==> src/u8sd_pkg.sv <==
// ---------------------------------------------------------------------------
// UTF-8 stream decoder package
// Shared types and constants for the UTF-8 stream decoder and its result
// queue.
// ---------------------------------------------------------------------------
package u8sd_pkg;

    localparam int CP_W       = 21;
    localparam int NARROW_W   = 16;
    localparam int FIFO_DEPTH = 4;
    localparam int FIFO_AW    = 2;
    localparam int FIFO_CW    = 3;

    // Lead byte classification bits and payload masks.
    localparam logic [7:0] LEAD_MULTI_BIT = 8'h80;
    localparam logic [7:0] LEAD_THREE_BIT = 8'h20;
    localparam logic [7:0] LEAD_FOUR_BIT  = 8'h10;
    localparam logic [7:0] MASK_LEAD2     = 8'h1f;
    localparam logic [7:0] MASK_LEAD3     = 8'h0f;
    localparam logic [7:0] MASK_LEAD4     = 8'h07;
    localparam logic [7:0] MASK_CONT      = 8'h3f;

    typedef struct packed {
        logic [CP_W-1:0] code_point;
        logic            is_end;
        logic            truncated;
    } result_t;

    // Push requests into the result queue; push1 is only used with push0.
    typedef struct packed {
        logic push0;
        logic push1;
    } push_t;

endpackage

==> src/u8sd_result_fifo.sv <==
// ---------------------------------------------------------------------------
// UTF-8 decoder result queue
// Small queue that takes up to two results per cycle and hands out one
// result per cycle on a valid/ready channel.
// ---------------------------------------------------------------------------
module u8sd_result_fifo
(
    input  logic                                clk,
    input  logic                                rst_n,
    input  u8sd_pkg::push_t                     push,
    input  u8sd_pkg::result_t                   wr_data0,
    input  u8sd_pkg::result_t                   wr_data1,
    output logic                                rd_valid,
    input  logic                                rd_ready,
    output u8sd_pkg::result_t                   rd_data,
    output logic [u8sd_pkg::FIFO_CW-1:0]        count
);

    u8sd_pkg::result_t                  entries [u8sd_pkg::FIFO_DEPTH];
    logic [u8sd_pkg::FIFO_AW-1:0]       wr_ptr_reg;
    logic [u8sd_pkg::FIFO_AW-1:0]       wr_ptr_next;
    logic [u8sd_pkg::FIFO_AW-1:0]       rd_ptr_reg;
    logic [u8sd_pkg::FIFO_AW-1:0]       rd_ptr_next;
    logic [u8sd_pkg::FIFO_CW-1:0]       count_reg;
    logic [u8sd_pkg::FIFO_CW-1:0]       count_next;
    logic [u8sd_pkg::FIFO_AW-1:0]       wr_ptr_plus1;
    logic                               pop;

    assign wr_ptr_plus1 = u8sd_pkg::FIFO_AW'(wr_ptr_reg + 1'b1);
    assign rd_valid     = (count_reg != '0);
    assign pop          = rd_valid && rd_ready;
    assign rd_data      = entries[rd_ptr_reg];
    assign count        = count_reg;

    always_comb
    begin
        wr_ptr_next = wr_ptr_reg;
        if (push.push0 && push.push1)
        begin
            wr_ptr_next = u8sd_pkg::FIFO_AW'(wr_ptr_reg + 2'd2);
        end
        else if (push.push0)
        begin
            wr_ptr_next = wr_ptr_plus1;
        end
        rd_ptr_next = pop ? u8sd_pkg::FIFO_AW'(rd_ptr_reg + 1'b1) : rd_ptr_reg;
        count_next  = u8sd_pkg::FIFO_CW'(count_reg
                      + u8sd_pkg::FIFO_CW'(push.push0)
                      + u8sd_pkg::FIFO_CW'(push.push1)
                      - u8sd_pkg::FIFO_CW'(pop));
    end

    always_ff @(posedge clk)
    begin
        if (push.push0)
        begin
            entries[wr_ptr_reg] <= wr_data0;
        end
        if (push.push0 && push.push1)
        begin
            entries[wr_ptr_plus1] <= wr_data1;
        end
    end

    always_ff @(posedge clk or negedge rst_n)
    begin
        if (!rst_n)
        begin
            wr_ptr_reg <= '0;
            rd_ptr_reg <= '0;
            count_reg  <= '0;
        end
        else
        begin
            wr_ptr_reg <= wr_ptr_next;
            rd_ptr_reg <= rd_ptr_next;
            count_reg  <= count_next;
        end
    end

    // The occupancy can never exceed the number of entries.
    a_count_bound: assert property (@(posedge clk) disable iff (!rst_n)
        count_reg <= u8sd_pkg::FIFO_CW'(u8sd_pkg::FIFO_DEPTH))
        else $error("result queue overflow");

    // Pointer distance agrees with the occupancy count unless full.
    a_ptr_count: assert property (@(posedge clk) disable iff (!rst_n)
        (count_reg != u8sd_pkg::FIFO_CW'(u8sd_pkg::FIFO_DEPTH)) |->
        (u8sd_pkg::FIFO_AW'(wr_ptr_reg - rd_ptr_reg) == count_reg[u8sd_pkg::FIFO_AW-1:0]))
        else $error("result queue pointers disagree with count");

endmodule

==> src/utf8_stream_decoder.sv <==
// ---------------------------------------------------------------------------
// UTF-8 stream decoder
// Lenient UTF-8 to code point decoder taking one byte per transaction and
// producing decoded characters plus a closing terminator per string.
// ---------------------------------------------------------------------------
//
//  Channel  | Direction | Handshake            | Payload
//  ---------+-----------+----------------------+-----------------------------
//  in       | input     | in_valid / in_ready  | in_byte, in_last
//  out      | output    | out_valid/ out_ready | code_point, is_end, truncated
//  cfg      | input     | cfg_valid/ cfg_ready | cfg_data (wide_char_32)
//
// Each input byte is captured in an input register and decoded from there
// by a single layer of logic, which pushes zero, one or two results into
// a four-entry result queue. One byte is taken every cycle as long as the
// queue has room for two results; a byte that produces two results (a
// character completed by the last byte, followed by its terminator) needs
// two output transfers, so with out_ready held high the sustained rate is
// one byte per cycle and one result per cycle on the output. Reset clears
// the decode state, the queue and sets wide mode. A stalled output fills
// the queue and then holds in_ready low; cfg_ready is always high.
//
module utf8_stream_decoder
(
    input  logic                        clk,
    input  logic                        rst_n,

    input  logic                        in_valid,
    output logic                        in_ready,
    input  logic [7:0]                  in_byte,
    input  logic                        in_last,

    output logic                        out_valid,
    input  logic                        out_ready,
    output logic [u8sd_pkg::CP_W-1:0]   code_point,
    output logic                        is_end,
    output logic                        truncated,

    input  logic                        cfg_valid,
    output logic                        cfg_ready,
    input  logic                        cfg_data
);

    // Configuration register: 1 keeps full code points, 0 truncates to 16 bits.
    logic                               wide_reg;

    // Input register stage.
    logic                               in_vld_reg;
    logic [7:0]                         in_byte_reg;
    logic                               in_last_reg;

    // Decode state.
    logic [1:0]                         pending_reg;
    logic [1:0]                         pending_next;
    logic [u8sd_pkg::CP_W-1:0]          acc_reg;
    logic [u8sd_pkg::CP_W-1:0]          acc_next;
    logic                               disc_reg;
    logic                               disc_next;

    // Decode results.
    logic                               char_valid;
    logic [u8sd_pkg::CP_W-1:0]          char_raw;
    logic [u8sd_pkg::CP_W-1:0]          char_shaped;
    logic [u8sd_pkg::CP_W-1:0]          acc_shifted;
    u8sd_pkg::result_t                  char_res;
    u8sd_pkg::result_t                  term_res;
    u8sd_pkg::result_t                  wr_data0;
    u8sd_pkg::result_t                  wr_data1;
    u8sd_pkg::result_t                  rd_data;
    u8sd_pkg::push_t                    push;
    logic [u8sd_pkg::FIFO_CW-1:0]       fifo_count;
    logic                               fire;

    // A byte is decoded only when the queue can take both possible results.
    assign fire     = in_vld_reg &&
                      (fifo_count <= u8sd_pkg::FIFO_CW'(u8sd_pkg::FIFO_DEPTH - 2));
    assign in_ready = !in_vld_reg || fire;
    assign cfg_ready = 1'b1;

    always_ff @(posedge clk or negedge rst_n)
    begin
        if (!rst_n)
        begin
            wide_reg <= 1'b1;
        end
        else if (cfg_valid && cfg_ready)
        begin
            wide_reg <= cfg_data;
        end
    end

    always_ff @(posedge clk or negedge rst_n)
    begin
        if (!rst_n)
        begin
            in_vld_reg <= 1'b0;
        end
        else if (in_ready)
        begin
            in_vld_reg <= in_valid;
        end
    end

    always_ff @(posedge clk)
    begin
        if (in_valid && in_ready)
        begin
            in_byte_reg <= in_byte;
            in_last_reg <= in_last;
        end
    end

    // Continuation step: shift in six payload bits, dropping anything above bit 20.
    assign acc_shifted = {acc_reg[u8sd_pkg::CP_W-7:0], in_byte_reg[5:0]};

    always_comb
    begin
        pending_next = pending_reg;
        acc_next     = acc_reg;
        disc_next    = disc_reg;
        char_valid   = 1'b0;
        char_raw     = '0;

        if (!disc_reg)
        begin
            if (pending_reg != 2'd0)
            begin
                acc_next     = acc_shifted;
                pending_next = pending_reg - 2'd1;
                if (pending_reg == 2'd1)
                begin
                    char_valid = 1'b1;
                    char_raw   = acc_shifted;
                    acc_next   = '0;
                end
            end
            else if (in_byte_reg == 8'h00)
            begin
                // A NUL lead byte ends the string; drop bytes until the last one.
                disc_next = 1'b1;
            end
            else if ((in_byte_reg & u8sd_pkg::LEAD_MULTI_BIT) == 8'h00)
            begin
                char_valid = 1'b1;
                char_raw   = u8sd_pkg::CP_W'(in_byte_reg);
            end
            else if ((in_byte_reg & u8sd_pkg::LEAD_THREE_BIT) == 8'h00)
            begin
                acc_next     = u8sd_pkg::CP_W'(in_byte_reg & u8sd_pkg::MASK_LEAD2);
                pending_next = 2'd1;
            end
            else if ((in_byte_reg & u8sd_pkg::LEAD_FOUR_BIT) == 8'h00)
            begin
                acc_next     = u8sd_pkg::CP_W'(in_byte_reg & u8sd_pkg::MASK_LEAD3);
                pending_next = 2'd2;
            end
            else
            begin
                // Four-byte leads, out-of-range 0xF8 and up, and stray 0xB0..0xBF.
                acc_next     = u8sd_pkg::CP_W'(in_byte_reg & u8sd_pkg::MASK_LEAD4);
                pending_next = 2'd3;
            end
        end

        // The terminator flags a sequence left open by the last byte.
        term_res.code_point = '0;
        term_res.is_end     = 1'b1;
        term_res.truncated  = (pending_next != 2'd0);

        if (in_last_reg)
        begin
            pending_next = 2'd0;
            acc_next     = '0;
            disc_next    = 1'b0;
        end
    end

    assign char_shaped = wide_reg ? char_raw
                                  : u8sd_pkg::CP_W'(char_raw[u8sd_pkg::NARROW_W-1:0]);

    always_comb
    begin
        char_res.code_point = char_shaped;
        char_res.is_end     = 1'b0;
        char_res.truncated  = 1'b0;

        // The character, when there is one, always goes ahead of the terminator.
        push.push0 = fire && (char_valid || in_last_reg);
        push.push1 = fire && char_valid && in_last_reg;
        wr_data0   = char_valid ? char_res : term_res;
        wr_data1   = term_res;
    end

    always_ff @(posedge clk or negedge rst_n)
    begin
        if (!rst_n)
        begin
            pending_reg <= 2'd0;
            acc_reg     <= '0;
            disc_reg    <= 1'b0;
        end
        else if (fire)
        begin
            pending_reg <= pending_next;
            acc_reg     <= acc_next;
            disc_reg    <= disc_next;
        end
    end

    u8sd_result_fifo u_result_fifo
    (
        .clk      (clk),
        .rst_n    (rst_n),
        .push     (push),
        .wr_data0 (wr_data0),
        .wr_data1 (wr_data1),
        .rd_valid (out_valid),
        .rd_ready (out_ready),
        .rd_data  (rd_data),
        .count    (fifo_count)
    );

    assign code_point = rd_data.code_point;
    assign is_end     = rd_data.is_end;
    assign truncated  = rd_data.truncated;

    // The terminator always carries a zero code point.
    a_term_zero: assert property (@(posedge clk) disable iff (!rst_n)
        (out_valid && is_end) |-> (code_point == '0))
        else $error("terminator with nonzero code point");

    // Truncation is only reported on a terminator.
    a_trunc_end: assert property (@(posedge clk) disable iff (!rst_n)
        (out_valid && truncated) |-> is_end)
        else $error("truncated flag on a character result");

    // The last byte returns the decoder to its idle state.
    a_last_clears: assert property (@(posedge clk) disable iff (!rst_n)
        (fire && in_last_reg) |=> ((pending_reg == 2'd0) && !disc_reg && (acc_reg == '0)))
        else $error("decode state not cleared after last byte");

    // Nothing is decoded while discarding after a NUL.
    a_disc_silent: assert property (@(posedge clk) disable iff (!rst_n)
        (fire && disc_reg) |-> !char_valid)
        else $error("character emitted while discarding");

endmodule

==> config.mk <==
export PLATFORM = sky130hd
export DESIGN_NAME = utf8_stream_decoder
export DESIGN_NICKNAME = d
export VERILOG_FILES = /design/src/u8sd_pkg.sv /design/src/u8sd_result_fifo.sv /design/src/utf8_stream_decoder.sv
export SDC_FILE = /design/constraint.sdc
export NUM_CORES = 1
export LEC_CHECK = 0
export BUFFER_PORTS_ARGS = -buffer_cell sky130_fd_sc_hd__buf_2
export CAP_MARGIN = 20
export CORE_MARGIN = 1
export CORE_UTILIZATION = 30
export CTS_CLUSTER_SIZE = 14
export DETAILED_ROUTE_END_ITERATION = 16
export PLACE_DENSITY = 0.54
export SLEW_MARGIN = 30
export SYNTH_ARGS = -nofsm -noshare
export SYNTH_HDL_FRONTEND = slang
export SYNTH_SLANG_ARGS = --single-unit
==> constraint.sdc <==
create_clock -name clk -period 3 [get_ports clk]
set_input_delay 0.45 -clock clk [delete_from_list [all_inputs] [get_ports clk]]
set_output_delay 0.45 -clock clk [all_outputs]
set_load 0.02 [all_outputs]
==> impl_metrics.prom, run 1 <==
# TYPE chip_impl_metric gauge
chip_impl_metric{name="synth_edf_count",unit=""} 13
chip_impl_metric{name="cp_data_arrival_time",unit="ps"} 3060
chip_impl_metric{name="async_flop_share",unit=""} 0.2109
chip_impl_metric{name="power-per-cell-area",unit="nW/µm²"} 1019
chip_impl_metric{name="finalPower",unit="mW"} 7.092
chip_impl_metric{name="first_global_vias",unit=""} 4258
chip_impl_metric{name="initial_utilization",unit=""} 0.3100
chip_impl_info{name="final_common_cell",value="nor2_1"} 1
chip_impl_metric{name="ys_types",unit=""} 47
chip_impl_metric{name="cellInternalPower",unit="mW"} 4.547
chip_impl_metric{name="netSwitchingPower",unit="mW"} 2.546
chip_impl_metric{name="clk_network_pwr_share",unit=""} 0.287
chip_impl_metric{name="flow.area_growth_from_synthesis",unit="%"} 18.51
chip_impl_metric{name="gp_routability_congestion",unit=""} 0.8894
chip_impl_metric{name="final.setup.worst_slack",unit="ps"} 231.9
chip_impl_metric{name="finalSetupViolations",unit=""} 0
chip_impl_metric{name="gr-total-overflow",unit=""} 0
chip_impl_metric{name="hpwl",unit="µm"} 9692
chip_impl_metric{name="max_cap_violations",unit=""} 0
chip_impl_info{name="critPathLaunchType",value="flip-flop"} 1
chip_impl_metric{name="cts_buf_count",unit=""} 17
chip_impl_metric{name="synthCells",unit=""} 534
chip_impl_metric{name="hold-worst-slack",unit="ps"} 72.30
chip_impl_metric{name="slew_viol_final",unit=""} 0
chip_impl_metric{name="post_drt_via_cell_ratio",unit=""} 4.716
chip_impl_info{name="clock-root-buffer",value="clkbuf_16"} 1
chip_impl_metric{name="post_synthesis_sequential_element_count",unit=""} 128
chip_impl_metric{name="dp_slack",unit="ps"} 228.6
chip_impl_metric{name="drtIter0Drc",unit=""} 168
chip_impl_metric{name="grt_first_pass_wirelength",unit="µm"} 22670
chip_impl_metric{name="detailroute.via_count",unit=""} 4032
chip_impl_metric{name="max-vdd-ir-drop",unit="V"} 0.0007285
chip_impl_metric{name="worst_clock_skew",unit="ps"} 8.080
chip_impl_metric{name="syn-mean-instance-area",unit="µm²"} 11.00
chip_impl_metric{name="pin_count_of_the_biggest_net_entering_global_routing",unit=""} 31
chip_impl_metric{name="clock_tree.buffer_depth",unit=""} 2
chip_impl_metric{name="worst_setup_hold_path_clk_slew",unit="ps"} 50
chip_impl_metric{name="cp_max_fo",unit=""} 6
chip_impl_metric{name="numPortBuffers",unit=""} 39
chip_impl_metric{name="core_area",unit="µm²"} 18960
chip_impl_metric{name="layout_worst_path_cycle_share",unit=""} 0.9227
chip_impl_metric{name="finish.utilization",unit=""} 0.3673
chip_impl_metric{name="p_leak",unit="nW"} 2.837
chip_impl_info{name="grt_setup_unrepaired",value="false"} 1
chip_impl_metric{name="mappedNetlistArea",unit="µm²"} 5876
chip_impl_info{name="yosys_most_used_dff",value="dfxtp_1"} 1
chip_impl_info{name="tritoncts",value="built"} 1
chip_impl_metric{name="synth_nets",unit=""} 559
chip_impl_info{name="min-delay-path-class",value="primary input to asynchronous set/reset pin"} 1
chip_impl_metric{name="number_of_antenna_violations_at_the_first_check_in_global_routing",unit=""} 0
chip_impl_metric{name="grt_use_total",unit=""} 0.1486
chip_impl_metric{name="finish.net_count",unit=""} 607
chip_impl_metric{name="setup.reg_to_reg.worst_slack",unit="ps"} 230
chip_impl_metric{name="swShare",unit=""} 0.3589
chip_impl_metric{name="wl_per_cell",unit="µm"} 16.32
chip_impl_metric{name="die_x",unit="µm"} 142.0
chip_impl_metric{name="post_cts.repair.setup_buffers",unit=""} 0
chip_impl_metric{name="yosys_warnings",unit=""} 0
chip_impl_metric{name="postCtsHoldBufs",unit=""} 0
chip_impl_info{name="mostFrequentLayoutCells",value="nor2_1, mux2i_1, dfxtp_1, buf_2, nand2_1"} 1
chip_impl_metric{name="cts_htree_levels",unit=""} 4
chip_impl_metric{name="drt_pass1_iterations",unit=""} 6
chip_impl_metric{name="rows",unit=""} 50
chip_impl_metric{name="setup_tns",unit="ps"} 0
chip_impl_metric{name="sequential_group_share_of_total_power",unit=""} 0.351
chip_impl_metric{name="slew_headroom",unit=""} 0.3509
chip_impl_metric{name="largest_register_ffs",unit=""} 92
chip_impl_info{name="status",value="finished clean"} 1
chip_impl_metric{name="power.combinational.fraction",unit=""} 0.361
chip_impl_info{name="crit_path_end_kind",value="flip-flop"} 1
chip_impl_metric{name="die_y_extent",unit="µm"} 142.0
chip_impl_metric{name="clk-insertion-delay-late",unit="ps"} 410
chip_impl_metric{name="routed_wl",unit="µm"} 13960
chip_impl_info{name="critical_path.reg2reg.endpoint",value="u_result_fifo.count[2]"} 1
chip_impl_metric{name="layout-drive-gt1-share",unit=""} 0.2185
chip_impl_metric{name="max_slew.worst_pin.slew",unit="ps"} 964.8
chip_impl_metric{name="ant_nets",unit=""} 0
chip_impl_metric{name="synth_sequential_area_ratio",unit=""} 0.4815
chip_impl_metric{name="cts_resized",unit=""} 0
chip_impl_metric{name="drcViolationCount",unit=""} 0
chip_impl_metric{name="die_area",unit="µm²"} 20150
chip_impl_metric{name="critPathRequiredTime",unit="ps"} 3290
chip_impl_metric{name="antenna_cells_inserted",unit=""} 0
chip_impl_metric{name="ff2ff_path_depth",unit=""} 9
chip_impl_metric{name="fmax",unit="MHz"} 361.3
chip_impl_info{name="critPathKind",value="flip-flop to flip-flop"} 1
chip_impl_info{name="worstReg2RegStart",value="in_byte_reg[5]"} 1
chip_impl_metric{name="clock-sinks",unit=""} 128
chip_impl_metric{name="final.min_clock_period",unit="ps"} 2768
chip_impl_metric{name="report.final.hold_viol_count",unit=""} 0
chip_impl_metric{name="pin_count",unit=""} 41
## layer usage
metal,vias to the layer above,GRT usage,share of wire
li1,1953,-,-
met1,1996,0.1921,0.48
met2,69,0.2427,0.48
met3,14,0.03869,0.031
met4,0,0.04584,0.013
met5,-,0,0
## worst max path at each step
stage | start | slack [ps] | end
final | in_byte_reg[5] | 230 | u_result_fifo.count[2]
after global routing | in_byte_reg[5] | 110 | u_result_fifo.count[2]
after detailed placement | in_byte_reg[5] | 230 | u_result_fifo.count[2]
after floorplan | in_byte_reg[5] | 220 | u_result_fifo.count[2]
after global placement | pending_reg[1] | 290 | u_result_fifo.entries[2][3]
after CTS | in_byte_reg[5] | 220 | u_result_fifo.count[2]
## through the flow
step                      cell area, µm²  instances
final                               6963        855
after global routing                6963        855
after CTS                           6948        853
after detailed placement            6349        821
after global placement              6334        819
after floorplan                     5876        534
## critical path, stage by stage (launching register included)
cell,delay (ps)
edfxtp_1,480
or4_4,570
nor2_1,230
nor2_1,110
o21ai_0,180
ha_1,160
inv_1,40
fa_1,370
fa_1,380
xnor2_1,140
## power by group through the flow
| stage | combinational [mW] | sequential, mW | clock, mW |
|---|---|---|---|
| 6_report | 2.56 | 2.49 | 2.04 |
| 5_1_grt | 2.80 | 2.54 | 2.17 |
| 4_1_cts | 2.59 | 2.49 | 2.08 |
| 3_5_place_dp | 2.58 | 2.52 | 0 |
| 3_3_place_gp | 2.52 | 2.50 | 0 |
| 2_1_floorplan | 2.02 | 2.36 | 0 |
## logic make-up (layout without fill, tap and decap cells)
kind of cell | Yosys count | in the layout | synth area share
adder cells (fa/ha/maj) | 10 | 10 | 0.02385
multiplexers | 113 | 113 | 0.2417
AND/OR/NAND/NOR | 193 | 193 | 0.1629
XOR/XNOR | 4 | 4 | 0.005964
flip-flops | 128 | 128 | 0.4815
buffers and inverters | 45 | 106 | 0.04408
other | 1 | 1 | 0.0006382
AO/OA/AOI/OAI | 40 | 40 | 0.03939
## area by class of cell
| type | count | area, µm² |
|---|---|---|
| multi-input cells | 361 | 2788 |
| clock inverters | 7 | 71.32 |
| inverters | 13 | 48.80 |
| repair buffers | 61 | 372.9 |
| flip-flops and latches | 128 | 2829 |
| fillers | 1875 | 11990 |
| clock buffers | 25 | 528.0 |
| well taps | 260 | 325.3 |
## synth_stat cells (10+ instances only)
| library cell | instances | share of area |
|---|---|---|
| clkbuf_1 | 10 | 0.0064 |
| nor2_1 | 99 | 0.063 |
| and3_1 | 10 | 0.011 |
| inv_1 | 13 | 0.0083 |
| edfxtp_1 | 13 | 0.066 |
| dfrtp_1 | 26 | 0.11 |
| nand2_1 | 37 | 0.024 |
| o21ai_0 | 19 | 0.016 |
| and2_1 | 11 | 0.012 |
| dfxtp_1 | 88 | 0.30 |
| mux4_2 | 23 | 0.088 |
| mux2i_1 | 89 | 0.15 |
(Power assumes the default switching activity.)
==> run 2: changes to the inputs <==
--- a/config.mk
+++ b/config.mk
@@ -11,7 +11,7 @@
 export CORE_UTILIZATION = 30
 export CTS_CLUSTER_SIZE = 14
 export DETAILED_ROUTE_END_ITERATION = 16
-export PLACE_DENSITY = 0.54
+export PLACE_DENSITY_LB_ADDON = 0.3
 export SLEW_MARGIN = 30
 export SYNTH_ARGS = -nofsm -noshare
 export SYNTH_HDL_FRONTEND = slang
==> run 2 against run 1 <==
Register-to-register slack about the same. Setup slack better by 3.2 ps. Clock power about the same. First-iteration DRC count up 64%. Die area unchanged. Total power down 0.34%. Global-route usage up 0.15 points. Via count about the same. Sequential share of layout area up 0.20 points. Combinational power about the same. Maximum frequency up 0.12%. Final cell count down 0.35%.
==> impl_metrics.prom, run 2 (same netlist as run 1, synthesis figures left out) <==
# TYPE chip_impl_metric gauge
chip_impl_metric{name="max_slew.worst_pin.slew",unit="ps"} 948.0
chip_impl_metric{name="power-per-cell-area",unit="nW/µm²"} 1020
chip_impl_metric{name="worst_clock_skew",unit="ps"} 9.342
chip_impl_metric{name="cts_resized",unit=""} 0
chip_impl_metric{name="layout_worst_path_cycle_share",unit=""} 0.9216
chip_impl_metric{name="antenna_cells_inserted",unit=""} 0
chip_impl_info{name="tritoncts",value="built"} 1
chip_impl_metric{name="finalSetupViolations",unit=""} 0
chip_impl_metric{name="p_leak",unit="nW"} 2.814
chip_impl_metric{name="grt_first_pass_wirelength",unit="µm"} 22710
chip_impl_metric{name="ant_nets",unit=""} 0
chip_impl_metric{name="slew_headroom",unit=""} 0.3633
chip_impl_metric{name="die_y_extent",unit="µm"} 142.0
chip_impl_metric{name="grt_use_total",unit=""} 0.1501
chip_impl_metric{name="wl_per_cell",unit="µm"} 16.43
chip_impl_metric{name="layoutNonFillerInstCount",unit=""} 852
chip_impl_metric{name="post_drt_via_cell_ratio",unit=""} 4.731
chip_impl_metric{name="drcViolationCount",unit=""} 0
chip_impl_info{name="critical_path.reg2reg.endpoint",value="u_result_fifo.count[2]"} 1
chip_impl_info{name="critPathLaunchType",value="flip-flop"} 1
chip_impl_metric{name="cts_buf_count",unit=""} 17
chip_impl_metric{name="crit_path_max_incr_delay",unit="ps"} 570
chip_impl_metric{name="place_inst",unit=""} 819
chip_impl_metric{name="report.final.hold_viol_count",unit=""} 0
chip_impl_metric{name="max-vdd-ir-drop",unit="V"} 0.0007213
chip_impl_info{name="worstReg2RegStart",value="in_byte_reg[5]"} 1
chip_impl_info{name="cp_cell_sequence",value="or4_4, nor2_1, nor2_1, o21ai_0, ha_1, inv_1, fa_1, fa_1, xnor2_1"} 1
chip_impl_metric{name="critPathRequiredTime",unit="ps"} 3290
chip_impl_metric{name="drtIter0Drc",unit=""} 275
chip_impl_metric{name="clk-insertion-delay-late",unit="ps"} 410
chip_impl_metric{name="clock_tree.buffer_depth",unit=""} 2
chip_impl_metric{name="detailroute.via_count",unit=""} 4031
chip_impl_metric{name="routed_wl",unit="µm"} 14000
chip_impl_metric{name="slew_viol_final",unit=""} 0
chip_impl_metric{name="pin_count_of_the_biggest_net_entering_global_routing",unit=""} 31
chip_impl_metric{name="first_global_vias",unit=""} 4218
chip_impl_metric{name="final.min_clock_period",unit="ps"} 2765
chip_impl_info{name="grt_setup_unrepaired",value="false"} 1
chip_impl_metric{name="clock-sinks",unit=""} 128
chip_impl_info{name="clock-root-buffer",value="clkbuf_16"} 1
chip_impl_info{name="critPathKind",value="flip-flop to flip-flop"} 1
chip_impl_info{name="mostFrequentLayoutCells",value="nor2_1, mux2i_1, dfxtp_1, buf_2, nand2_1"} 1
chip_impl_info{name="status",value="finished clean"} 1
chip_impl_metric{name="gr-total-overflow",unit=""} 0
chip_impl_metric{name="ff2ff_path_depth",unit=""} 9
chip_impl_metric{name="rows",unit=""} 50
chip_impl_metric{name="cp_max_fo",unit=""} 6
chip_impl_metric{name="pin_count",unit=""} 41
chip_impl_metric{name="hpwl",unit="µm"} 9448
chip_impl_metric{name="initial_utilization",unit=""} 0.3100
chip_impl_metric{name="cp_data_arrival_time",unit="ps"} 3060
chip_impl_info{name="critical-path-slowest-cell",value="or4_4"} 1
chip_impl_metric{name="finish.net_count",unit=""} 604
chip_impl_metric{name="gp_routability_congestion",unit=""} 0.8047
chip_impl_metric{name="postCtsHoldBufs",unit=""} 0
chip_impl_metric{name="die_x",unit="µm"} 142.0
chip_impl_metric{name="numPortBuffers",unit=""} 39
chip_impl_info{name="final_common_cell",value="nor2_1"} 1
chip_impl_metric{name="die_area",unit="µm²"} 20150
chip_impl_metric{name="setup_tns",unit="ps"} 0
chip_impl_metric{name="layout-drive-gt1-share",unit=""} 0.2162
chip_impl_metric{name="cts_htree_levels",unit=""} 4
chip_impl_info{name="min-delay-path-class",value="primary input to asynchronous set/reset pin"} 1
chip_impl_metric{name="number_of_antenna_violations_at_the_first_check_in_global_routing",unit=""} 0
chip_impl_metric{name="flow.area_growth_from_synthesis",unit="%"} 17.93
chip_impl_metric{name="setup.reg_to_reg.worst_slack",unit="ps"} 240
chip_impl_metric{name="num-fill-cells",unit=""} 1824
chip_impl_metric{name="post_cts.repair.setup_buffers",unit=""} 0
chip_impl_metric{name="fmax",unit="MHz"} 361.7
chip_impl_metric{name="worst_setup_hold_path_clk_slew",unit="ps"} 50
chip_impl_metric{name="largest_register_ffs",unit=""} 92
chip_impl_metric{name="core_area",unit="µm²"} 18960
chip_impl_metric{name="drt_pass1_iterations",unit=""} 5
chip_impl_metric{name="max_cap_violations",unit=""} 0
chip_impl_info{name="crit_path_end_kind",value="flip-flop"} 1
run 2: cell count changes in the layout (fill, tap and decap cells not counted), sizes merged:
cell      change
clkbuf        -5
inv           +3
buf           -3
clkinvlp      +1
bufinv        +1
run 2: area by class of cell:
| class | instances | area, µm² | share of cell area |
|---|---|---|---|
| sequential | 128 | 2829 | 0.4083 |
| multi-input combinational | 361 | 2788 | 0.4023 |
| clock buffer | 20 | 457.9 | 0.06609 |
| timing repair buffer | 58 | 350.3 | 0.05056 |
| tap | 260 | 325.3 | 0.04695 |
| clock inverter | 12 | 130.1 | 0.01878 |
| inverter | 13 | 48.80 | 0.007042 |
run 2: power by group:
group	internal [mW]	leakage, nW	switching, mW
logic	1.05	1.34	1.51
clock network	1.27	0.290	0.763
registers	2.17	1.19	0.300
total	4.50	2.81	2.57
run 2: worst max path at each step:
stage / slack [ps] / startpoint / depth (start not counted) / end
after floorplan: 220 / in_byte_reg[5] / 10 / u_result_fifo.count[2]
after global placement: 330 / in_byte_reg[5] / 9 / u_result_fifo.count[2]
after detailed placement: 230 / in_byte_reg[5] / 9 / u_result_fifo.count[2]
after CTS: 220 / in_byte_reg[5] / 9 / u_result_fifo.count[2]
after global routing: 40 / in_byte_reg[5] / 9 / u_result_fifo.count[2]
final: 240 / in_byte_reg[5] / 9 / u_result_fifo.count[2]
run 2: layer usage:
layer | track usage | part of all wire
met5 | 0 | 0
met4 | 0.04358 | 0.0076
met3 | 0.03634 | 0.041
met2 | 0.2505 | 0.49
met1 | 0.1924 | 0.46
run 2: stage by stage:
stage | hold WS (ps) | power (mW) | cell area, µm² | util | setup slack (ps)
global placement | 467.2 | 5.019 | 6334 | 0.3341 | 326.3
CTS | 103.4 | 7.147 | 6922 | 0.3651 | 217.5
finish | 74.10 | 7.068 | 6929 | 0.3655 | 235.2
floorplan | 154.4 | 4.377 | 5876 | - | 218.1
detailed placement | 469.2 | 5.094 | 6334 | 0.3341 | 231.5
global route | 133.0 | 7.520 | 6929 | 0.3655 | 39.70
run 2: critical path: cells and delay by family (launching register included):
family,cells,cell delay [ps]
adder cells (fa/ha/maj),3,920
AND/OR/NAND/NOR,3,920
flip-flops,1,460
AO/OA/AOI/OAI,1,180
XOR/XNOR,1,130
buffers and inverters,1,40
